==> src/bpbf_pkg.sv <==
package bpbf_pkg;

  localparam int unsigned STATUS_W    = 3;
  localparam int unsigned ID_W        = 32;
  localparam int unsigned SLOT_OUT_W  = 4;
  localparam int unsigned LCNT_OUT_W  = 5;
  localparam int unsigned OP_W        = 2;
  localparam int unsigned REQ_W       = 32;

  typedef enum logic [OP_W-1:0] {
    OP_LOCK   = 2'd0,
    OP_UNLOCK = 2'd1,
    OP_CLEAR  = 2'd2,
    OP_NONE   = 2'd3
  } op_t;

  typedef enum logic [STATUS_W-1:0] {
    STS_REUSED   = 3'd0,
    STS_GROWN    = 3'd1,
    STS_NEW      = 3'd2,
    STS_FULL     = 3'd3,
    STS_UNLOCKED = 3'd4,
    STS_NOTFOUND = 3'd5,
    STS_CLEARED  = 3'd6
  } status_t;

  typedef enum logic [2:0] {
    CM_NONE,
    CM_LOCK,
    CM_GROW,
    CM_NEW,
    CM_UNLOCK,
    CM_CLEAR
  } commit_t;

  typedef enum logic [1:0] {
    ST_IDLE,
    ST_SCAN,
    ST_HOLD
  } state_t;

  typedef struct packed {
    op_t  op;
    logic fit_ok;
    logic grow_ok;
    logic found;
  } scan_flags_t;

endpackage

==> src/bpbf_cell.sv <==
module bpbf_cell #(
  parameter int unsigned IDX       = 0,
  parameter int unsigned SIZE_BITS = 32,
  parameter int unsigned SLOT_W    = 4,
  parameter int unsigned CNT_W     = 5
) (
  input  logic                      clk,
  input  logic                      rst_n,
  input  logic                      in_use_i,
  // scan token from the previous cell
  input  logic                      scan_v_i,
  input  bpbf_pkg::scan_flags_t     flags_i,
  input  logic [SIZE_BITS-1:0]      req_i,
  input  logic [bpbf_pkg::ID_W-1:0] rid_i,
  input  logic [SIZE_BITS-1:0]      fit_size_i,
  input  logic [SLOT_W-1:0]         fit_slot_i,
  input  logic [bpbf_pkg::ID_W-1:0] fit_id_i,
  input  logic [SIZE_BITS-1:0]      grow_size_i,
  input  logic [SLOT_W-1:0]         grow_slot_i,
  input  logic [bpbf_pkg::ID_W-1:0] grow_id_i,
  input  logic [SLOT_W-1:0]         found_slot_i,
  input  logic [CNT_W-1:0]          lcnt_i,
  // scan token to the next cell
  output logic                      scan_v_o,
  output bpbf_pkg::scan_flags_t     flags_o,
  output logic [SIZE_BITS-1:0]      req_o,
  output logic [bpbf_pkg::ID_W-1:0] rid_o,
  output logic [SIZE_BITS-1:0]      fit_size_o,
  output logic [SLOT_W-1:0]         fit_slot_o,
  output logic [bpbf_pkg::ID_W-1:0] fit_id_o,
  output logic [SIZE_BITS-1:0]      grow_size_o,
  output logic [SLOT_W-1:0]         grow_slot_o,
  output logic [bpbf_pkg::ID_W-1:0] grow_id_o,
  output logic [SLOT_W-1:0]         found_slot_o,
  output logic [CNT_W-1:0]          lcnt_o,
  // update broadcast
  input  bpbf_pkg::commit_t         cm_kind_i,
  input  logic [SLOT_W-1:0]         cm_slot_i,
  input  logic [SIZE_BITS-1:0]      cm_size_i,
  input  logic [bpbf_pkg::ID_W-1:0] cm_id_i
);

  localparam logic [SLOT_W-1:0] MY_SLOT = SLOT_W'(IDX);

  logic [SIZE_BITS-1:0]      size_r;
  logic [bpbf_pkg::ID_W-1:0] id_r;
  logic                      locked_r;

  logic                      scan_v_r;
  bpbf_pkg::scan_flags_t     flags_r;
  logic [SIZE_BITS-1:0]      req_r;
  logic [bpbf_pkg::ID_W-1:0] rid_r;
  logic [SIZE_BITS-1:0]      fit_size_r;
  logic [SLOT_W-1:0]         fit_slot_r;
  logic [bpbf_pkg::ID_W-1:0] fit_id_r;
  logic [SIZE_BITS-1:0]      grow_size_r;
  logic [SLOT_W-1:0]         grow_slot_r;
  logic [bpbf_pkg::ID_W-1:0] grow_id_r;
  logic [SLOT_W-1:0]         found_slot_r;
  logic [CNT_W-1:0]          lcnt_r;

  logic free_entry;
  logic fit_hit;
  logic grow_hit;
  logic id_hit;
  logic slot_match;

  assign free_entry = in_use_i && !locked_r;
  assign fit_hit    = free_entry && (size_r >= req_i) &&
                      (!flags_i.fit_ok || (size_r < fit_size_i));
  assign grow_hit   = free_entry && (size_r != '0) && (size_r < req_i) &&
                      (!flags_i.grow_ok || (size_r > grow_size_i));
  assign id_hit     = in_use_i && !flags_i.found && (id_r == rid_i);
  assign slot_match = (cm_slot_i == MY_SLOT);

  always_ff @(posedge clk) begin
    if (!rst_n) begin
      scan_v_r <= 1'b0;
    end else begin
      scan_v_r <= scan_v_i;
    end
  end

  always_ff @(posedge clk) begin
    if (scan_v_i) begin
      flags_r.op      <= flags_i.op;
      flags_r.fit_ok  <= flags_i.fit_ok || fit_hit;
      flags_r.grow_ok <= flags_i.grow_ok || grow_hit;
      flags_r.found   <= flags_i.found || id_hit;
      req_r           <= req_i;
      rid_r           <= rid_i;
      fit_size_r      <= fit_hit ? size_r : fit_size_i;
      fit_slot_r      <= fit_hit ? MY_SLOT : fit_slot_i;
      fit_id_r        <= fit_hit ? id_r : fit_id_i;
      grow_size_r     <= grow_hit ? size_r : grow_size_i;
      grow_slot_r     <= grow_hit ? MY_SLOT : grow_slot_i;
      grow_id_r       <= grow_hit ? id_r : grow_id_i;
      found_slot_r    <= id_hit ? MY_SLOT : found_slot_i;
      lcnt_r          <= lcnt_i + CNT_W'(in_use_i && locked_r);
    end
  end

  always_ff @(posedge clk) begin
    if (!rst_n) begin
      locked_r <= 1'b0;
    end else begin
      unique case (cm_kind_i)
        bpbf_pkg::CM_LOCK: begin
          if (slot_match) locked_r <= 1'b1;
        end
        bpbf_pkg::CM_GROW: begin
          if (slot_match) locked_r <= 1'b1;
        end
        bpbf_pkg::CM_NEW: begin
          if (slot_match) locked_r <= 1'b1;
        end
        bpbf_pkg::CM_UNLOCK: begin
          if (slot_match) locked_r <= 1'b0;
        end
        bpbf_pkg::CM_CLEAR: begin
          locked_r <= 1'b0;
        end
        default: begin
        end
      endcase
    end
  end

  always_ff @(posedge clk) begin
    if (slot_match && ((cm_kind_i == bpbf_pkg::CM_GROW) || (cm_kind_i == bpbf_pkg::CM_NEW))) begin
      size_r <= cm_size_i;
    end
    if (slot_match && (cm_kind_i == bpbf_pkg::CM_NEW)) begin
      id_r <= cm_id_i;
    end
  end

  assign scan_v_o     = scan_v_r;
  assign flags_o      = flags_r;
  assign req_o        = req_r;
  assign rid_o        = rid_r;
  assign fit_size_o   = fit_size_r;
  assign fit_slot_o   = fit_slot_r;
  assign fit_id_o     = fit_id_r;
  assign grow_size_o  = grow_size_r;
  assign grow_slot_o  = grow_slot_r;
  assign grow_id_o    = grow_id_r;
  assign found_slot_o = found_slot_r;
  assign lcnt_o       = lcnt_r;

endmodule

==> config.mk <==
export PLATFORM = sky130hd
export DESIGN_NAME = bpbf_cell
export DESIGN_NICKNAME = d
export VERILOG_FILES = /design/src/bpbf_pkg.sv /design/src/bpbf_cell.sv
export SDC_FILE = /design/constraint.sdc
export NUM_CORES = 1
export LEC_CHECK = 0
export BUFFER_PORTS_ARGS = -buffer_cell sky130_fd_sc_hd__buf_2
export CORE_MARGIN = 2
export CORE_UTILIZATION = 35
export DETAILED_ROUTE_END_ITERATION = 7
export PLACE_DENSITY = 0.66
export SLEW_MARGIN = 20
export SYNTH_ARGS = -nofsm -noshare
export SYNTH_HDL_FRONTEND = slang
export SYNTH_SLANG_ARGS = --single-unit
==> constraint.sdc <==
create_clock -name clk -period 2.9 [get_ports clk]
set_clock_uncertainty 0.2 [all_clocks]
set_input_delay 0.435 -clock clk [delete_from_list [all_inputs] [get_ports clk]]
set_output_delay 0.435 -clock clk [all_outputs]
set_load 0.005 [all_outputs]
==> flow_summary.yaml, run 1 <==
logic_synthesis:
  synth-main-ff-cell: "edfxtp_1"
  synth_edf_count: 278
  netlist_area_mm2: 0.01305
  synth_cell_type_count: 46
  synth-seq-cells: 280
  synthCells: 856
  synthArstFlopShare_pct: 0
  yosys_warnings: 0
  synthesis.nets: 1242
  seq_area_frac_synth_pct: 64.26
  avgSynthCellArea_um2: 15.25
status:
  status: "complete, but fails checks"
  violations: "negative setup slack"
global_route:
  grt_pass1_vias: 12196
  grt_max_degree: 59
  grt_pass1_wl_um: 71700
  antenna_found_initial: 12
  overflow: 0
  track_usage_pct: 24.71
die:
  core_mm2: 0.03670
  die_y_um: 197.1
  dieArea_mm2: 0.03885
  io_pins: 504
  rows: 70
  die_w_um: 197.1
  initial_core_util_pct: 35.57
power_and_ir_drop:
  vdd_ir_drop_max_uv: 429.4
  p_per_area_mw_per_mm2: 464.7
  leakage_nw: 10.10
detailed_routing:
  ant_nets: 0
  drtIter0Drc: 668
  drt-total-wl_um: 50950
  vias_per_cell: 4.924
  dr.pass1.iters: 5
  vias: 11414
  drc: 0
  wl_per_cell_um: 21.98
finish:
  area_growth_syn_to_layout_pct: 72.12
  nNetsFinal: 2203
  seq_area_mm2: 0.008388
  stdcell_count: 2318
  nFillCells: 2712
  multi_input_area_mm2: 0.005096
  drive_gt1_share_pct: 50.57
critical_path:
  end_kind: "register"
  worstPathMaxFanout: 6
  worst-setup-path-type: "reg2reg"
  worstPathRequired_ns: 3.03
  critPathArrivalTime_ns: 3.44
  cp-start-kind: "register"
timing:
  setup_tns_ns: -48.73
  hold_viol: 0
  worst_pin_slew_ns: 0.5958
  post-route-period-util_pct: 114.3
  drv_slew: 0
  setup_viol: 136
  fin_crit_ns: 3.316
  rsz0062_at_grt: "true"
  max_freq_ghz: 0.3016
  maxSlewHeadroom_pct: 60.28
  setup_ws_ns: -0.4161
clock_tree:
  clock_latency_ns: 0.58
  clkSinkCount: 280
  clkTransAtPathRegs_ns: 0.07
  cts_buffers: 30
  cts_tree: "built"
  root_buffer: "clkbuf_16"
  cts_buffer_depth: 3
  htree_levels: 1
placement:
  post-place-ws_ns: -0.5660
  dp_hpwl_um: 31980
  gp_congestion: 0.8778
  placed_cells: 1911
  numPortBuffers: 503
job:
  maxCapViolations: 0
min_path:
  hp-class: "in2reg"
-- routing by layer --
layer | track usage [%] | vias up | share of wire (%)
met5 | 0 | - | 0.079
met3 | 4.320 | 132 | 6.0
met4 | 9.607 | 6 | 3.7
met2 | 44.08 | 490 | 52
li1 | - | 5179 | -
met1 | 29.70 | 5607 | 39
-- cell usage in the layout (no fill, tap or decap), types with 25 or more instances in the layout --
cell	synthesis	final
a21oi_1	39	34
buf_2	7	502
buf_4	0	123
clkbuf_16	0	35
dlygate4sd3_1	0	269
edfxtp_1	278	278
ha_1	97	69
ha_4	0	28
inv_1	99	89
mux2_2	112	47
mux2_4	16	81
nand2_1	27	25
nand4_1	26	26
xnor2_1	30	30
-- kinds of logic after synthesis --
| group | synth area share [%] |
|---|---|
| AND/OR/NAND/NOR | 5.512 |
| XOR/XNOR | 2.349 |
| adder cells (fa/ha/maj) | 9.298 |
| flip-flops | 64.26 |
| AO/OA/AOI/OAI | 3.585 |
| multiplexers | 11.50 |
| buffers and inverters | 3.489 |
-- cell type report --
cell class / instances / share of cell area (%)
sequential: 280 / 37.34
multi-input combinational: 463 / 22.68
clock buffer: 33 / 3.392
timing repair buffer: 943 / 31.27
antenna: 9 / 0.1002
inverter: 99 / 1.665
tap: 468 / 2.606
clock inverter: 23 / 0.9468
-- synth_stat cells, drive strengths merged, types with 3 or more instances --
| cell | n | area (µm²) |
|---|---|---|
| nand4 | 26 | 162.7 |
| edfxtp | 278 | 8348 |
| a21o | 4 | 30.03 |
| ha | 97 | 1214 |
| and4 | 4 | 35.03 |
| nand3 | 16 | 80.08 |
| nand2 | 27 | 101.4 |
| a21oi | 39 | 195.2 |
| nor3 | 3 | 15.01 |
| nand2b | 3 | 26.27 |
| clkbuf | 4 | 15.01 |
| nor2 | 8 | 30.03 |
| buf | 10 | 68.81 |
| mux2 | 128 | 1501 |
| inv | 99 | 371.6 |
| or4 | 3 | 22.52 |
| xor2 | 5 | 43.79 |
| nor4 | 13 | 81.33 |
| and2 | 16 | 100.1 |
| o21ai | 12 | 60.05 |
| xnor2 | 30 | 262.8 |
| a221oi | 5 | 43.79 |
-- critical path, cell delays in order, from the launching register on --
cell,delay [ns]
edfxtp_1,0.52
buf_6,0.18
ha_4,0.21
a21oi_2,0.14
o21ai_2,0.08
a221oi_2,0.30
o221ai_4,0.17
buf_6,0.15
a211oi_4,0.30
o21ai_4,0.11
buf_6,0.13
buf_8,0.13
buf_16,0.15
mux2_4,0.30
-- report_power, final --
group / switching (mW) / internal (mW)
combinational: 0.746 / 1.01
clock: 1.71 / 2.17
sequential: 0.0800 / 4.72
total: 2.54 / 7.90
-- stage by stage --
step / util, % / hold slack (ns) / power, mW / area (µm²)
final: 61.22 / 0.01988 / 10.44 / 22470
after global routing: 61.21 / 0.009202 / 10.75 / 22460
after CTS: 60.20 / 0.0002058 / 10.37 / 22090
after detailed placement: 46.51 / 0.4131 / 6.034 / 17070
after global placement: 46.51 / 0.4010 / 6.011 / 17070
after floorplan: - / 0.3339 / 5.314 / 13160
-- worst paths after layout --
kind / start / to / slack (ns) / depth (start not counted)
worst min-delay path: grow_size_i[28] / grow_size_o[28]$_DFFE_PP_ / 0.02 / 2
worst max register to register: size_r[5]$_DFFE_PP_ / grow_size_o[20]$_DFFE_PP_ / -0.42 / 13
worst max-delay path: size_r[5]$_DFFE_PP_ / grow_size_o[20]$_DFFE_PP_ / -0.42 / 13
worst min register to register: locked_r$_SDFFE_PN0P_ / locked_r$_SDFFE_PN0P_ / 0.43 / 2
-- registers in the layout, indices dropped and copies added, names as in the netlist --
register and cells:
fit_id_o 32, fit_size_o 32, fit_slot_o 4, flags_o 5, found_slot_o 4, grow_id_o 32
grow_size_o 32, grow_slot_o 4, id_r 32, lcnt_o 5, locked_r 1, req_o 32
rid_o 32, scan_v_o 1, size_r 32
-- what timing repair did --
item                                    CTS  global route
hold endpoints to repair                269             0
setup buffers                            44            20
cloned                                    9             5
resized for setup                       139            36
pin swaps                                19            26
endpoints found under the setup margin  136           137
hold buffers                            269             0
No activity file was read; power rests on OpenSTA's default activity.
==> run 2, diff against run 1 <==
--- a/config.mk
+++ b/config.mk
@@ -12,3 +12,3 @@
 export PLACE_DENSITY = 0.66
-export SLEW_MARGIN = 20
+export SLEW_MARGIN = 25
 export SYNTH_ARGS = -nofsm -noshare
==> constraint.sdc (replaced) <==
create_clock -name clk -period 2.9 [get_ports clk]
set_clock_uncertainty 0.2 [all_clocks]
set_input_delay 0 -clock clk [delete_from_list [all_inputs] [get_ports clk]]
set_output_delay 0 -clock clk [all_outputs]
set_load 0.005 [all_outputs]
==> run 2 against run 1 <==
  * The flow now stops in clock tree synthesis
  * Synthesized area did not move
  * Synthesized cell count did not move
==> flow_summary.yaml, run 2 <==
status:
  lastStage: "clock tree synthesis"
  tool.error: "[ERROR RSZ-0060] Max buffer count reached."
  status: "aborted with a tool error"
logic_synthesis:
  synth_edf_count: 278
  yosys_warnings: 0
  synth_area_leader_cell: "edfxtp_1"
  ys_top_cells_by_area: "edfxtp_1 64%, mux2_2 9.7%, ha_1 9.3%, inv_1 2.8%, xnor2_1 2.0%"
  netlist_area_mm2: 0.01305
  synthArstFlopShare_pct: 0
  synth_cell_type_count: 46
  synthCells: 856
  synthesis.nets: 1242
  synth-main-ff-cell: "edfxtp_1"
  avgSynthCellArea_um2: 15.25
  yosysTopAreaCellShare_pct: 63.96
  synth_top_cells_by_count: "278 x edfxtp_1, 112 x mux2_2, 99 x inv_1"
  yosysMostFrequentCell: "edfxtp_1"
  synth-seq-cells: 280
  seq_area_frac_synth_pct: 64.26
die:
  io_pins: 504
  rows: 70
  die_y_um: 197.1
  die_w_um: 197.1
  initial_core_util_pct: 35.57
placement:
  dp_hpwl_um: 32430
  gp_congestion: 0.9311
  numPortBuffers: 503
clock_tree:
  root_buffer: "clkbuf_16"
  cts_buffer_depth: 3
  cts.repair.resized: 114
  clkSinkCount: 280
  hold_buffers: 395
  htree_levels: 1
  cts_buffers: 31
  cts_setup_buffers: 27
run 2: logic make-up after synthesis:
family	after synthesis	synth area share, %
AOI/OAI and AO/OA	75	3.585
DFF	280	64.26
and+or+nand+nor	128	5.512
muxes	128	11.50
adders and majority gates	97	9.298
buffers and inverters	113	3.489
xor gates and xnor gates	35	2.349
run 2: metrics by stage:
stage	instances	setup WS, ns	TNS, ns	utilization [%]	cell area, µm²
floorplan	856	-0.04391	-0.8358	-	13090
detailed placement	1876	-0.8091	-89.71	45.45	16680
global placement	1876	-0.8055	-87.33	45.45	16680
==> run 3, diff against run 2 <==
CORE_UTILIZATION = 20   (was 35)
PLACE_DENSITY = not set   (was 0.66)
PLACE_DENSITY_LB_ADDON = 0.15   (was not set)
clock period = 3.8 ns   (was 2.9 ns; I/O delays follow)
==> run 3 against run 2 <==
  * The flow now finishes without violations
==> flow_summary.yaml, run 3 (same netlist as run 1, synthesis figures left out) <==
status:
  status: "complete, no violations"
critical_path:
  critPathBufInv: 1
  reg2reg_depth: 9
  rrSetupSlack_ns: 0.19
  cp-start-kind: "register"
  critPathArrivalTime_ns: 3.71
  cp_slowest_stage_delay_ns: 0.59
  worstPathMaxFanout: 32
  timing.rr.start: "size_r[15]$_DFFE_PP_"
  worst-setup-path-type: "reg2reg"
  worstPathCellList: "ha_1 > nand4_1 > or4_1 > nor4_1 > or4_1 > a21oi_1 > nand3_4 > buf_12 > mux2_2"
  critPathTopFamily: "simple AND/OR/NAND/NOR gates"
  regToRegEndpoint: "fit_id_o[10]$_DFFE_PP_"
  crit_top_cell: "or4_1"
  cp_slowest_cell: "or4_1"
  worstPathRequired_ns: 3.90
  end_kind: "register"
clock_tree:
  cts.repair.resized: 0
  cts_tree: "built"
  clkTransAtPathRegs_ns: 0.06
  cts_buffers: 36
  hold_buffers: 414
  htree_levels: 2
  clock_latency_ns: 0.56
  root_buffer: "clkbuf_16"
  cts_buffer_depth: 3
  cts_setup_buffers: 0
  clkSinkCount: 280
placement:
  post-place-ws_ns: 0.08684
  dp_hpwl_um: 37690
  numPortBuffers: 503
  gp_congestion: 0.7849
finish:
  area_growth_syn_to_layout_pct: 69.80
  final_common_cell: "buf_2"
  layout_common_cells: "502 x buf_2, 414 x dlygate4sd3_1, 278 x edfxtp_1"
  nNetsFinal: 2200
  drive_gt1_share_pct: 38.32
die:
  rows: 93
  dieArea_mm2: 0.06732
  initial_core_util_pct: 20.25
  die_y_um: 259.5
  io_pins: 504
  die_w_um: 259.5
  core_mm2: 0.06446
timing:
  setup_tns_ns: 0
  post-route-period-util_pct: 95.03
  fin_crit_ns: 3.611
  hold_viol: 0
  drv_slew: 0
  max_freq_ghz: 0.2769
  maxSlewHeadroom_pct: 34.11
  rsz0062_at_grt: "false"
  setup_ws_ns: 0.1888
  setup_viol: 0
  worst_pin_slew_ns: 0.9883
detailed_routing:
  ant_nets: 0
  drt-total-wl_um: 51590
  wl_per_cell_um: 19.10
  dr.pass1.iters: 4
  drtIter0Drc: 467
  vias_per_cell: 3.977
  vias: 10741
  drc: 0
global_route:
  overflow: 0
  grt_pass1_wl_um: 74000
  antenna_found_initial: 6
  track_usage_pct: 14.83
  grt_pass1_vias: 11681
  grt_max_degree: 96
min_path:
  hold_path_depth: 2
  min-delay-start: "req_i[2]"
  hp-class: "in2reg"
  hold-path-endpoint: "req_o[2]$_DFFE_PP_"
job:
  maxCapViolations: 0
power_and_ir_drop:
  p_per_area_mw_per_mm2: 382.0
  p_total_mw: 8.466
  vdd_ir_drop_max_uv: 231.1
  leakage_nw: 9.436
## run 3: layout make-up
class | count | area [µm²]
Antenna cell | 6 | 15.01
Clock buffer | 44 | 930.9
Clock inverter | 20 | 277.8
Fill cell | 6463 | 42300
Inverter | 99 | 371.6
Multi-Input combinational cell | 463 | 4237
Sequential cell | 280 | 8388
Tap cell | 855 | 1070
Timing Repair Buffer | 934 | 6874
## run 3: how the worst max path moves through the flow
stage / start / to / slack (ns) / depth (start not counted)
after floorplan: size_r[31]$_DFFE_PP_ / fit_id_o[15]$_DFFE_PP_ / 0.80 / 10
after global placement: size_r[15]$_DFFE_PP_ / fit_id_o[9]$_DFFE_PP_ / 0.1 / 9
after detailed placement: size_r[15]$_DFFE_PP_ / fit_id_o[3]$_DFFE_PP_ / 0.09 / 9
after CTS: size_r[15]$_DFFE_PP_ / fit_id_o[9]$_DFFE_PP_ / 0.07 / 9
after global routing: size_r[15]$_DFFE_PP_ / fit_size_o[26]$_DFFE_PP_ / 0.05 / 9
final: size_r[15]$_DFFE_PP_ / fit_id_o[10]$_DFFE_PP_ / 0.19 / 9
## run 3: stage by stage
step	utilization [%]	std cells	hold slack [ns]	area, µm²
floorplan	-	856	-0.1011	13050
global placement	26.05	2217	-0.02267	16790
detailed placement	26.05	2217	-0.02163	16800
CTS	34.36	2695	0.001125	22150
global route	34.38	2701	0.01771	22160
finish	34.38	2701	0.01221	22160
## run 3: layer usage
metal | vias to the layer above | wire, µm | track usage (%)
li1 | 5182 | - | -
met1 | 5132 | 21930 | 17.90
met2 | 362 | 25110 | 26.01
met3 | 65 | 3429 | 3.935
met4 | 0 | 1124 | 3.895
met5 | - | 0 | 0
## run 3: worst reg2reg max path, stage by stage (launching register included)
cell      delay (ns)
edfxtp_1        0.53
ha_1            0.37
nand4_1         0.16
or4_1           0.59
nor4_1          0.32
or4_1           0.25
a21oi_1         0.14
nand3_4         0.14
buf_12          0.25
mux2_2          0.43
## run 3: power breakdown
part,internal [mW],total [mW],switching (mW)
clock,2.17,3.60,1.44
sequential,3.60,3.66,0.0581
combinational,0.698,1.20,0.505
